[src/hdl/tfp_pkg.sv]
// ----------------------------------------------------------------------------
// tfp_pkg
// Types, constants and a helper shared by the touch frame parser modules.
// ----------------------------------------------------------------------------
package tfp_pkg;

  localparam int MAX_CONTACTS = 5;
  localparam int CONTACT_SIZE = 5;
  localparam int ROW_BITS     = 8 * CONTACT_SIZE;
  localparam int ROW_W        = (MAX_CONTACTS > 1) ? $clog2(MAX_CONTACTS) : 1;
  localparam int CNT_W        = $clog2(MAX_CONTACTS + 1);
  localparam int BYTE_CNT_W   = $clog2(CONTACT_SIZE);
  localparam int QUEUE_DEPTH  = 2;
  localparam int QP_W         = (QUEUE_DEPTH > 1) ? $clog2(QUEUE_DEPTH) : 1;
  localparam int QC_W         = $clog2(QUEUE_DEPTH + 1);

  localparam logic [7:0] STAT_MASK  = 8'hc0;
  localparam logic [7:0] STAT_READY = 8'h80;

  localparam logic [1:0] ST_VALID     = 2'd0;
  localparam logic [1:0] ST_NOT_READY = 2'd1;
  localparam logic [1:0] ST_CSUM_ERR  = 2'd2;

  typedef enum logic [1:0] {
    PH_WAIT,
    PH_KEY,
    PH_DATA,
    PH_SUM
  } phase_t;

  typedef enum logic [1:0] {
    BK_IDLE,
    BK_READ,
    BK_SEND
  } back_state_t;

  typedef enum logic [1:0] {
    CMD_EMIT,
    CMD_NOT_READY,
    CMD_CSUM_ERR
  } cmd_kind_t;

  typedef struct packed {
    cmd_kind_t                 kind;
    logic [MAX_CONTACTS-1:0]   mask;
  } cmd_t;

  typedef struct packed {
    logic [7:0] data_byte;
    logic       frame_start;
  } in_item_t;

  typedef struct packed {
    logic [2:0]  slot_index;
    logic        touch_down;
    logic [15:0] pos_x;
    logic [15:0] pos_y;
    logic [7:0]  touch_width;
    logic [1:0]  frame_status;
    logic        last_result;
  } out_item_t;

  function automatic logic [CNT_W-1:0] count_ones(input logic [MAX_CONTACTS-1:0] v);
    logic [CNT_W-1:0] n;
    n = '0;
    for (int i = 0; i < MAX_CONTACTS; i++) begin
      n = n + CNT_W'(v[i]);
    end
    return n;
  endfunction

endpackage

[src/hdl/tfp_ram.sv]
// ----------------------------------------------------------------------------
// tfp_ram
// Generic single write port, single read port RAM with registered read.
// ----------------------------------------------------------------------------
module tfp_ram #(
  parameter int WIDTH = 8,
  parameter int DEPTH = 4
) (
  input  logic                                     clk,
  input  logic                                     wr_en,
  input  logic [((DEPTH > 1) ? $clog2(DEPTH) : 1)-1:0] wr_addr,
  input  logic [WIDTH-1:0]                         wr_data,
  input  logic                                     rd_en,
  input  logic [((DEPTH > 1) ? $clog2(DEPTH) : 1)-1:0] rd_addr,
  output logic [WIDTH-1:0]                         rd_data
);

  logic [WIDTH-1:0] mem [DEPTH];

  always_ff @(posedge clk) begin
    if (wr_en) begin
      mem[wr_addr] <= wr_data;
    end
    if (rd_en) begin
      rd_data <= mem[rd_addr];
    end
  end

endmodule

[src/hdl/tfp_front.sv]
// ----------------------------------------------------------------------------
// tfp_front
// Byte parser: tracks the frame phase, checks status and checksum, packs
// contact bytes into rows and issues commands to the result side.
// ----------------------------------------------------------------------------
module tfp_front import tfp_pkg::*; (
  input  logic                clk,
  input  logic                rst,
  input  logic                in_valid,
  input  in_item_t            in_data,
  output logic                in_stall,
  input  logic                q_full,
  input  logic                store_busy,
  output logic                push,
  output cmd_t                push_cmd,
  output logic                wr_en,
  output logic [ROW_W-1:0]    wr_addr,
  output logic [ROW_BITS-1:0] wr_data
);

  phase_t                  phase, phase_next;
  logic [MAX_CONTACTS-1:0] mask;
  logic [CNT_W-1:0]        nfing;
  logic [ROW_W-1:0]        row;
  logic [BYTE_CNT_W-1:0]   byte_cnt;
  logic [7:0]              sum;
  logic [ROW_BITS-9:0]     shift;

  logic accept;
  logic status_ok;
  logic contact_end;
  logic last_row;

  assign in_stall    = q_full || (phase == PH_DATA && store_busy);
  assign accept      = in_valid && !in_stall;
  assign status_ok   = (in_data.data_byte & STAT_MASK) == STAT_READY;
  assign contact_end = byte_cnt == BYTE_CNT_W'(CONTACT_SIZE - 1);
  assign last_row    = (CNT_W'(row) + CNT_W'(1)) == nfing;

  always_comb begin
    phase_next = phase;
    if (accept) begin
      if (in_data.frame_start) begin
        phase_next = status_ok ? PH_KEY : PH_WAIT;
      end else begin
        case (phase)
          PH_KEY:  phase_next = (nfing == '0) ? PH_WAIT : PH_DATA;
          PH_DATA: if (contact_end && last_row) phase_next = PH_SUM;
          PH_SUM:  phase_next = PH_WAIT;
          default: phase_next = PH_WAIT;
        endcase
      end
    end
  end

  always_comb begin
    push          = 1'b0;
    push_cmd.kind = CMD_EMIT;
    push_cmd.mask = mask;
    wr_en         = 1'b0;
    wr_addr       = row;
    wr_data       = {shift, in_data.data_byte};
    if (accept) begin
      if (in_data.frame_start) begin
        if (!status_ok) begin
          push          = 1'b1;
          push_cmd.kind = CMD_NOT_READY;
        end
      end else begin
        case (phase)
          PH_KEY: push = nfing == '0;
          PH_DATA: wr_en = contact_end;
          PH_SUM: begin
            push          = 1'b1;
            push_cmd.kind = (in_data.data_byte == sum) ? CMD_EMIT : CMD_CSUM_ERR;
          end
          default: push = 1'b0;
        endcase
      end
    end
  end

  always_ff @(posedge clk) begin
    if (rst) begin
      phase    <= PH_WAIT;
      mask     <= '0;
      nfing    <= '0;
      row      <= '0;
      byte_cnt <= '0;
      sum      <= '0;
    end else begin
      phase <= phase_next;
      if (accept) begin
        if (in_data.frame_start) begin
          row      <= '0;
          byte_cnt <= '0;
          sum      <= '0;
          if (status_ok) begin
            mask  <= in_data.data_byte[MAX_CONTACTS-1:0];
            nfing <= count_ones(in_data.data_byte[MAX_CONTACTS-1:0]);
          end else begin
            mask  <= '0;
            nfing <= '0;
          end
        end else if (phase == PH_DATA) begin
          sum <= sum + in_data.data_byte;
          if (contact_end) begin
            byte_cnt <= '0;
            row      <= row + ROW_W'(1);
          end else begin
            byte_cnt <= byte_cnt + BYTE_CNT_W'(1);
          end
        end
      end
    end
  end

  always_ff @(posedge clk) begin
    if (accept && !in_data.frame_start && phase == PH_DATA) begin
      shift <= {shift[ROW_BITS-17:0], in_data.data_byte};
    end
  end

endmodule

[src/hdl/tfp_queue.sv]
// ----------------------------------------------------------------------------
// tfp_queue
// Short command queue between parser and result side; counts pending emits.
// ----------------------------------------------------------------------------
module tfp_queue import tfp_pkg::*; (
  input  logic clk,
  input  logic rst,
  input  logic push,
  input  cmd_t push_cmd,
  input  logic pop,
  output cmd_t head,
  output logic full,
  output logic empty,
  output logic emit_pending
);

  cmd_t            entries [QUEUE_DEPTH];
  logic [QP_W-1:0] wr_ptr;
  logic [QP_W-1:0] rd_ptr;
  logic [QC_W-1:0] count;
  logic [QC_W-1:0] emit_cnt;
  logic            push_emit;
  logic            pop_emit;

  assign head         = entries[rd_ptr];
  assign full         = count == QC_W'(QUEUE_DEPTH);
  assign empty        = count == '0;
  assign emit_pending = emit_cnt != '0;
  assign push_emit    = push && push_cmd.kind == CMD_EMIT;
  assign pop_emit     = pop && head.kind == CMD_EMIT;

  always_ff @(posedge clk) begin
    if (rst) begin
      wr_ptr   <= '0;
      rd_ptr   <= '0;
      count    <= '0;
      emit_cnt <= '0;
    end else begin
      if (push) begin
        wr_ptr <= (wr_ptr == QP_W'(QUEUE_DEPTH - 1)) ? '0 : wr_ptr + QP_W'(1);
      end
      if (pop) begin
        rd_ptr <= (rd_ptr == QP_W'(QUEUE_DEPTH - 1)) ? '0 : rd_ptr + QP_W'(1);
      end
      count    <= count + QC_W'(push) - QC_W'(pop);
      emit_cnt <= emit_cnt + QC_W'(push_emit) - QC_W'(pop_emit);
    end
  end

  always_ff @(posedge clk) begin
    if (push) begin
      entries[wr_ptr] <= push_cmd;
    end
  end

endmodule

[src/hdl/tfp_back.sv]
// ----------------------------------------------------------------------------
// tfp_back
// Result side: takes commands, reads contact rows and drives the result
// output register.
// ----------------------------------------------------------------------------
module tfp_back import tfp_pkg::*; (
  input  logic                clk,
  input  logic                rst,
  input  logic                q_empty,
  input  cmd_t                q_head,
  output logic                pop,
  output logic                emit_busy,
  output logic                rd_en,
  output logic [ROW_W-1:0]    rd_addr,
  input  logic [ROW_BITS-1:0] rd_data,
  output logic                out_valid,
  input  logic                out_stall,
  output out_item_t           out_data
);

  back_state_t             state, state_next;
  cmd_kind_t               kind;
  logic [MAX_CONTACTS-1:0] mask;
  logic [ROW_W-1:0]        slot;
  logic [ROW_W-1:0]        row;
  logic                    out_free;
  logic                    load;
  logic                    last_slot;
  out_item_t               res;

  assign out_free  = !out_valid || !out_stall;
  assign last_slot = slot == ROW_W'(MAX_CONTACTS - 1);
  assign emit_busy = state != BK_IDLE && kind == CMD_EMIT;

  always_comb begin
    state_next = state;
    case (state)
      BK_IDLE: if (!q_empty) state_next = (q_head.kind == CMD_EMIT) ? BK_READ : BK_SEND;
      BK_READ: state_next = BK_SEND;
      BK_SEND: begin
        if (out_free) begin
          state_next = (kind != CMD_EMIT || last_slot) ? BK_IDLE : BK_READ;
        end
      end
      default: state_next = BK_IDLE;
    endcase
  end

  always_comb begin
    pop     = state == BK_IDLE && !q_empty;
    rd_en   = state == BK_READ;
    rd_addr = row;
    load    = state == BK_SEND && out_free;
    res     = '0;
    case (kind)
      CMD_EMIT: begin
        res.slot_index   = 3'(slot);
        res.touch_down   = mask[slot];
        res.frame_status = ST_VALID;
        res.last_result  = last_slot;
        if (mask[slot]) begin
          res.pos_x       = rd_data[ROW_BITS-1 -: 16];
          res.pos_y       = rd_data[ROW_BITS-17 -: 16];
          res.touch_width = rd_data[7:0];
        end
      end
      CMD_NOT_READY: begin
        res.frame_status = ST_NOT_READY;
        res.last_result  = 1'b1;
      end
      CMD_CSUM_ERR: begin
        res.frame_status = ST_CSUM_ERR;
        res.last_result  = 1'b1;
      end
      default: res.last_result = 1'b1;
    endcase
  end

  always_ff @(posedge clk) begin
    if (rst) begin
      state     <= BK_IDLE;
      out_valid <= 1'b0;
    end else begin
      state <= state_next;
      if (load) begin
        out_valid <= 1'b1;
      end else if (!out_stall) begin
        out_valid <= 1'b0;
      end
    end
  end

  always_ff @(posedge clk) begin
    if (pop) begin
      kind <= q_head.kind;
      mask <= q_head.mask;
      slot <= '0;
      row  <= '0;
    end else if (load) begin
      slot <= slot + ROW_W'(1);
      if (mask[slot]) begin
        row <= row + ROW_W'(1);
      end
    end
    if (load) begin
      out_data <= res;
    end
  end

endmodule

[src/hdl/touch_frame_parser.sv]
// ----------------------------------------------------------------------------
// touch_frame_parser
// Parses touch report frames byte by byte and emits per-slot contact results or a status result.
// ----------------------------------------------------------------------------
//   channel | direction | payload     | transfer when
//   in      | input     | in_item_t   | in_valid && !in_stall
//   out     | output    | out_item_t  | out_valid && !out_stall
//
// The parser takes one byte per cycle while in_stall is low; contact bytes
// are packed into rows of a small RAM. Each slot result on the result side
// is a row read, then an output register load; status and checksum errors
// need only the load after the command is popped. Data bytes of a new frame
// stall while rows of the previous frame are still being read out. No
// clearing pass after reset.
// ----------------------------------------------------------------------------
module touch_frame_parser import tfp_pkg::*; (
  input  logic      clk,
  input  logic      rst,
  input  logic      in_valid,
  input  in_item_t  in_data,
  output logic      in_stall,
  output logic      out_valid,
  input  logic      out_stall,
  output out_item_t out_data
);

  logic                push;
  cmd_t                push_cmd;
  logic                pop;
  cmd_t                head;
  logic                q_full;
  logic                q_empty;
  logic                emit_pending;
  logic                emit_busy;
  logic                wr_en;
  logic [ROW_W-1:0]    wr_addr;
  logic [ROW_BITS-1:0] wr_data;
  logic                rd_en;
  logic [ROW_W-1:0]    rd_addr;
  logic [ROW_BITS-1:0] rd_data;

  tfp_front u_front (
    .clk        (clk),
    .rst        (rst),
    .in_valid   (in_valid),
    .in_data    (in_data),
    .in_stall   (in_stall),
    .q_full     (q_full),
    .store_busy (emit_pending || emit_busy),
    .push       (push),
    .push_cmd   (push_cmd),
    .wr_en      (wr_en),
    .wr_addr    (wr_addr),
    .wr_data    (wr_data)
  );

  tfp_queue u_queue (
    .clk          (clk),
    .rst          (rst),
    .push         (push),
    .push_cmd     (push_cmd),
    .pop          (pop),
    .head         (head),
    .full         (q_full),
    .empty        (q_empty),
    .emit_pending (emit_pending)
  );

  tfp_ram #(
    .WIDTH (ROW_BITS),
    .DEPTH (MAX_CONTACTS)
  ) u_ram (
    .clk     (clk),
    .wr_en   (wr_en),
    .wr_addr (wr_addr),
    .wr_data (wr_data),
    .rd_en   (rd_en),
    .rd_addr (rd_addr),
    .rd_data (rd_data)
  );

  tfp_back u_back (
    .clk       (clk),
    .rst       (rst),
    .q_empty   (q_empty),
    .q_head    (head),
    .pop       (pop),
    .emit_busy (emit_busy),
    .rd_en     (rd_en),
    .rd_addr   (rd_addr),
    .rd_data   (rd_data),
    .out_valid (out_valid),
    .out_stall (out_stall),
    .out_data  (out_data)
  );

endmodule

[config.mk]
export PLATFORM = sky130hd
export DESIGN_NAME = touch_frame_parser
export DESIGN_NICKNAME = d
export VERILOG_FILES = /design/src/hdl/tfp_pkg.sv /design/src/hdl/tfp_ram.sv /design/src/hdl/tfp_front.sv /design/src/hdl/tfp_queue.sv /design/src/hdl/tfp_back.sv /design/src/hdl/touch_frame_parser.sv
export SDC_FILE = /design/constraint.sdc
export NUM_CORES = 1
export LEC_CHECK = 0
export BUFFER_PORTS_ARGS = -buffer_cell sky130_fd_sc_hd__buf_2
export CAP_MARGIN = 20
export CORE_MARGIN = 2
export CORE_UTILIZATION = 30
export CTS_CLUSTER_DIAMETER = 80
export DETAILED_ROUTE_END_ITERATION = 10
export GPL_ROUTABILITY_DRIVEN = 0
export GPL_TIMING_DRIVEN = 1
export PLACE_DENSITY = 0.56
export SYNTH_ARGS = -nofsm -noshare
export SYNTH_HDL_FRONTEND = slang
export SYNTH_SLANG_ARGS = --single-unit
[constraint.sdc]
create_clock -name clk -period 10.3 [get_ports clk]
set_clock_uncertainty 0.15 [all_clocks]
set_input_delay 1.03 -clock clk [delete_from_list [all_inputs] [get_ports clk]]
set_output_delay 1.03 -clock clk [all_outputs]
set_load 0.005 [all_outputs]
==> results.md <==
* Status: finished, final reports clean
* Top Ports at 62
* Leakage at 5.513 nW
* Switching portion of total power at 0.2389
* Drt drc at 0
* Setup_tns at 0 ps
* Root buf cell: clkbuf_16
* Ys async rst share at 0
* Max clock buf depth at 3
* Row Count at 80
* Die Ht at 224.0 um
* Final wirelength at 26,110 um
* Crit end category: register
* Nets at 905
* GRT Total Usage at 0.1036
* Reg clk slew, reported paths at 60 ps
* P&R area growth vs syn at 16.06%
* Synth Instances at a little under 800
* DRT antenna net count at 0
* Number of max-cap violations at 0
* Syn nets at 821
* Slew HR at 0.4013
* Combinational Power Share at 0.139
* Power per Cell Area at around 220 nW/um^2
* Share of the clock period used by the worst path at 0.3262
* Final min period at between 3000 and 4000 ps
* CP Max Fanout at 40
* Initial antenna violation count at 2
* Worst hold margin at 309.8 ps
* Htree depth at 2
* Vias in the first global route at ~6,900
* R2R Setup Slk at 6940 ps
* Largest net degree at the start of global routing at 54
* Post-synthesis sequential area ratio at 0.7584
* Worst Path Required at 10,310 ps
* Placed insts at 1,442
* Mean Syn Cell Area at 18.54 sq um
* Finished Layout Cells at 1,512
* Vias per inst at 4.453
* Grt total ovfl at 0
* Initial DRC count at between 300 and 400
* Synth Register Bits at 380
* Maximum VDD drop at 0.09692 mV
* Fill count at between 4,000 and 5,000
* CTS tree: yes
* CTS resizes at 0
* Hold Path Class: reg2reg
* Worst skew pair latency at 530 ps
* Hold violation total from the final report at 0
* CTS Buf Count at 38
* Post-CTS Setup Bufs at 0
* Worst setup path class: reg2reg
* Die footprint at 50,170 sq um
* Pins Over Slew Limit at 0
* Port Buf Inserts at 61
* RSZ-0062 raised after global routing: no
* Final Power at 0.003702 W
* Worst-Margin Slew at roughly 900 ps
* Die width at 224.0 um
* Sink Count at between 300 and 400
* Mapped Area at 14,520 sq um
* Setup-failing EPs final at 0
* Cell Int Power at 0.002818 W
* Routed length per instance at 17.27 um
* CTS Hold Bufs at 0
* Seq pwr share at 0.500
* Core footprint at 47,750 sq um
* Share of layout cells above drive strength 1 at 0.2623
* Type of origin of the critical path: register
* DP HPWL at 14,790 um
* Fmax at 297.6 MHz
* EDFF count, synth at 340
* Initial DRT Pass Iterations at 4
* First-pass GRT wire length at 39,930 um
* Predominant post-synthesis flop cell: edfxtp_1
* Synth cell types at 49
* Routed vias at 6,733
* Sw Pwr at 0.0008845 W
* Yosys warning total at 0
* Clock network power share at 0.361
* WP data arrival at between 3000 and 4000 ps
* Initial Utilization at 0.3041
## power groups by stage
stage	sequential [W]	clock, W	combinational [W]
after floorplan	0.00188	0	0.000369
after global placement	0.00189	0	0.000522
after detailed placement	0.00189	0	0.000531
after CTS	0.00185	0.00138	0.000534
after global routing	0.00186	0.00143	0.000574
final	0.00185	0.00134	0.000515
## final cells by class
class | count | area, sq um | share of cell area
Multi-Input combinational cell | 354 | 3366 | 0.1998
Timing Repair Buffer | 75 | 414.1 | 0.02458
Clock inverter | 20 | 170.2 | 0.01010
Inverter | 18 | 67.56 | 0.004010
Sequential cell | 380 | 11010 | 0.6537
Tap cell | 615 | 769.5 | 0.04567
Antenna cell | 1 | 2.502 | 0.0001485
Clock buffer | 49 | 1045 | 0.06201
## path summary, 6_finish.rpt
| path | start | end | depth (start not counted) |
|---|---|---|---|
| worst min-delay path | u_front.mask[3] | u_queue.entries[1][3] | 0 |
| worst max register to register | u_front.phase[0] | u_ram.mem[3][10] | 7 |
| worst min register to register | u_front.mask[3] | u_queue.entries[1][3] | 0 |
| worst max-delay path | u_front.phase[0] | u_ram.mem[3][10] | 7 |
## placed cells by master, fill, tap and decap left out, types with 11 or more instances in the layout
| cell type | n |
|---|---|
| ha_1 | 22 |
| nand3_1 | 13 |
| a21oi_1 | 20 |
| xnor2_1 | 12 |
| mux2_2 | 47 |
| buf_4 | 13 |
| buf_2 | 61 |
| mux4_2 | 41 |
| clkbuf_16 | 40 |
| nor3_1 | 15 |
| edfxtp_1 | 340 |
| nor2_1 | 30 |
| and2_1 | 44 |
| nand2b_1 | 11 |
| dfxtp_1 | 37 |
| inv_1 | 18 |
| nand2_1 | 13 |
## logic make-up (layout without fill, tap and decap cells)
group	Yosys count	in the layout	share of synthesized area
flops	380	380	0.7584
simple gates	160	160	0.06067
mux	92	92	0.1028
compound gates	57	57	0.02853
buf+inv	49	162	0.01336
fa+ha+maj	25	25	0.02310
xor+xnor	20	20	0.01310
other cells	0	1	0
## layer usage
metal / wire length [um] / GRT usage / vias to the layer above / part of all wire
li1: - / - / 3204 / -
met1: 11660 / 0.1324 / 3393 / 0.45
met2: 12760 / 0.1746 / 94 / 0.49
met3: 1156 / 0.02361 / 38 / 0.044
met4: 510 / 0.03333 / 4 / 0.020
met5: 20 / 0 / - / 0.00077
## sequential cells by signal, summed over array words and instances (netlist names), 3 cells and up, named ones only
| name | cells |
|---|---|
| u_back.mask | 5 |
| u_front.sum | 8 |
| u_back.rd_addr | 3 |
| u_queue.entries | 14 |
| u_front.nfing | 3 |
| u_front.byte_cnt | 3 |
| u_ram.rd_data | 40 |
| u_front.shift | 32 |
| u_back.slot | 3 |
| u_front.mask | 5 |
| u_back.out_data | 47 |
| u_front.wr_addr | 3 |
| u_ram.mem | 200 |
## critical path, stage by stage, from the launching register on
cell	delay, ps
dfxtp_1	340
inv_1	60
ha_1	470
nor2b_1	260
nand3_1	240
nor4_1	610
and3_2	280
buf_4	550
## cell usage after synthesis, types with 2 or more instances
cell	count	area, sq um
a211oi_1	3	22.52
a211oi_2	2	25.02
a21o_1	2	15.01
a21oi_1	21	105.1
a221oi_2	2	30.03
a22oi_1	7	52.55
and2_1	44	275.3
and3_1	2	12.51
and3b_1	2	17.52
buf_1	6	22.52
buf_2	8	40.04
clkbuf_1	17	63.81
dfxtp_1	40	800.8
edfxtp_1	340	10210
fa_1	3	60.06
ha_1	22	275.3
inv_1	18	67.56
mux2_2	47	529.3
mux2i_1	4	40.04
mux4_2	41	923.4
nand2_1	13	48.80
nand2b_1	11	68.82
nand3_1	13	65.06
nor2_1	32	120.1
nor2b_1	10	62.56
nor3_1	16	80.08
nor3b_1	2	15.01
nor4_1	2	12.51
nor4b_1	2	17.52
o211a_1	2	20.02
o211ai_1	4	30.03
o21a_1	2	15.01
o21ai_0	6	30.03
o31ai_1	2	15.01
or2b_1	2	15.01
or3_1	2	12.51
or4_1	2	15.01
xnor2_1	12	105.1
xor2_1	7	61.31
## stage by stage
step / worst slack, ps / area, sq um / util
after floorplan: 4738 / 14520 / -
after global placement: 6791 / 15620 / 0.3271
after detailed placement: 6701 / 15630 / 0.3274
after CTS: 6920 / 16850 / 0.3528
after global routing: 6721 / 16850 / 0.3528
final: 6940 / 16850 / 0.3529
Note: power is estimated with default switching activity, not from simulation.
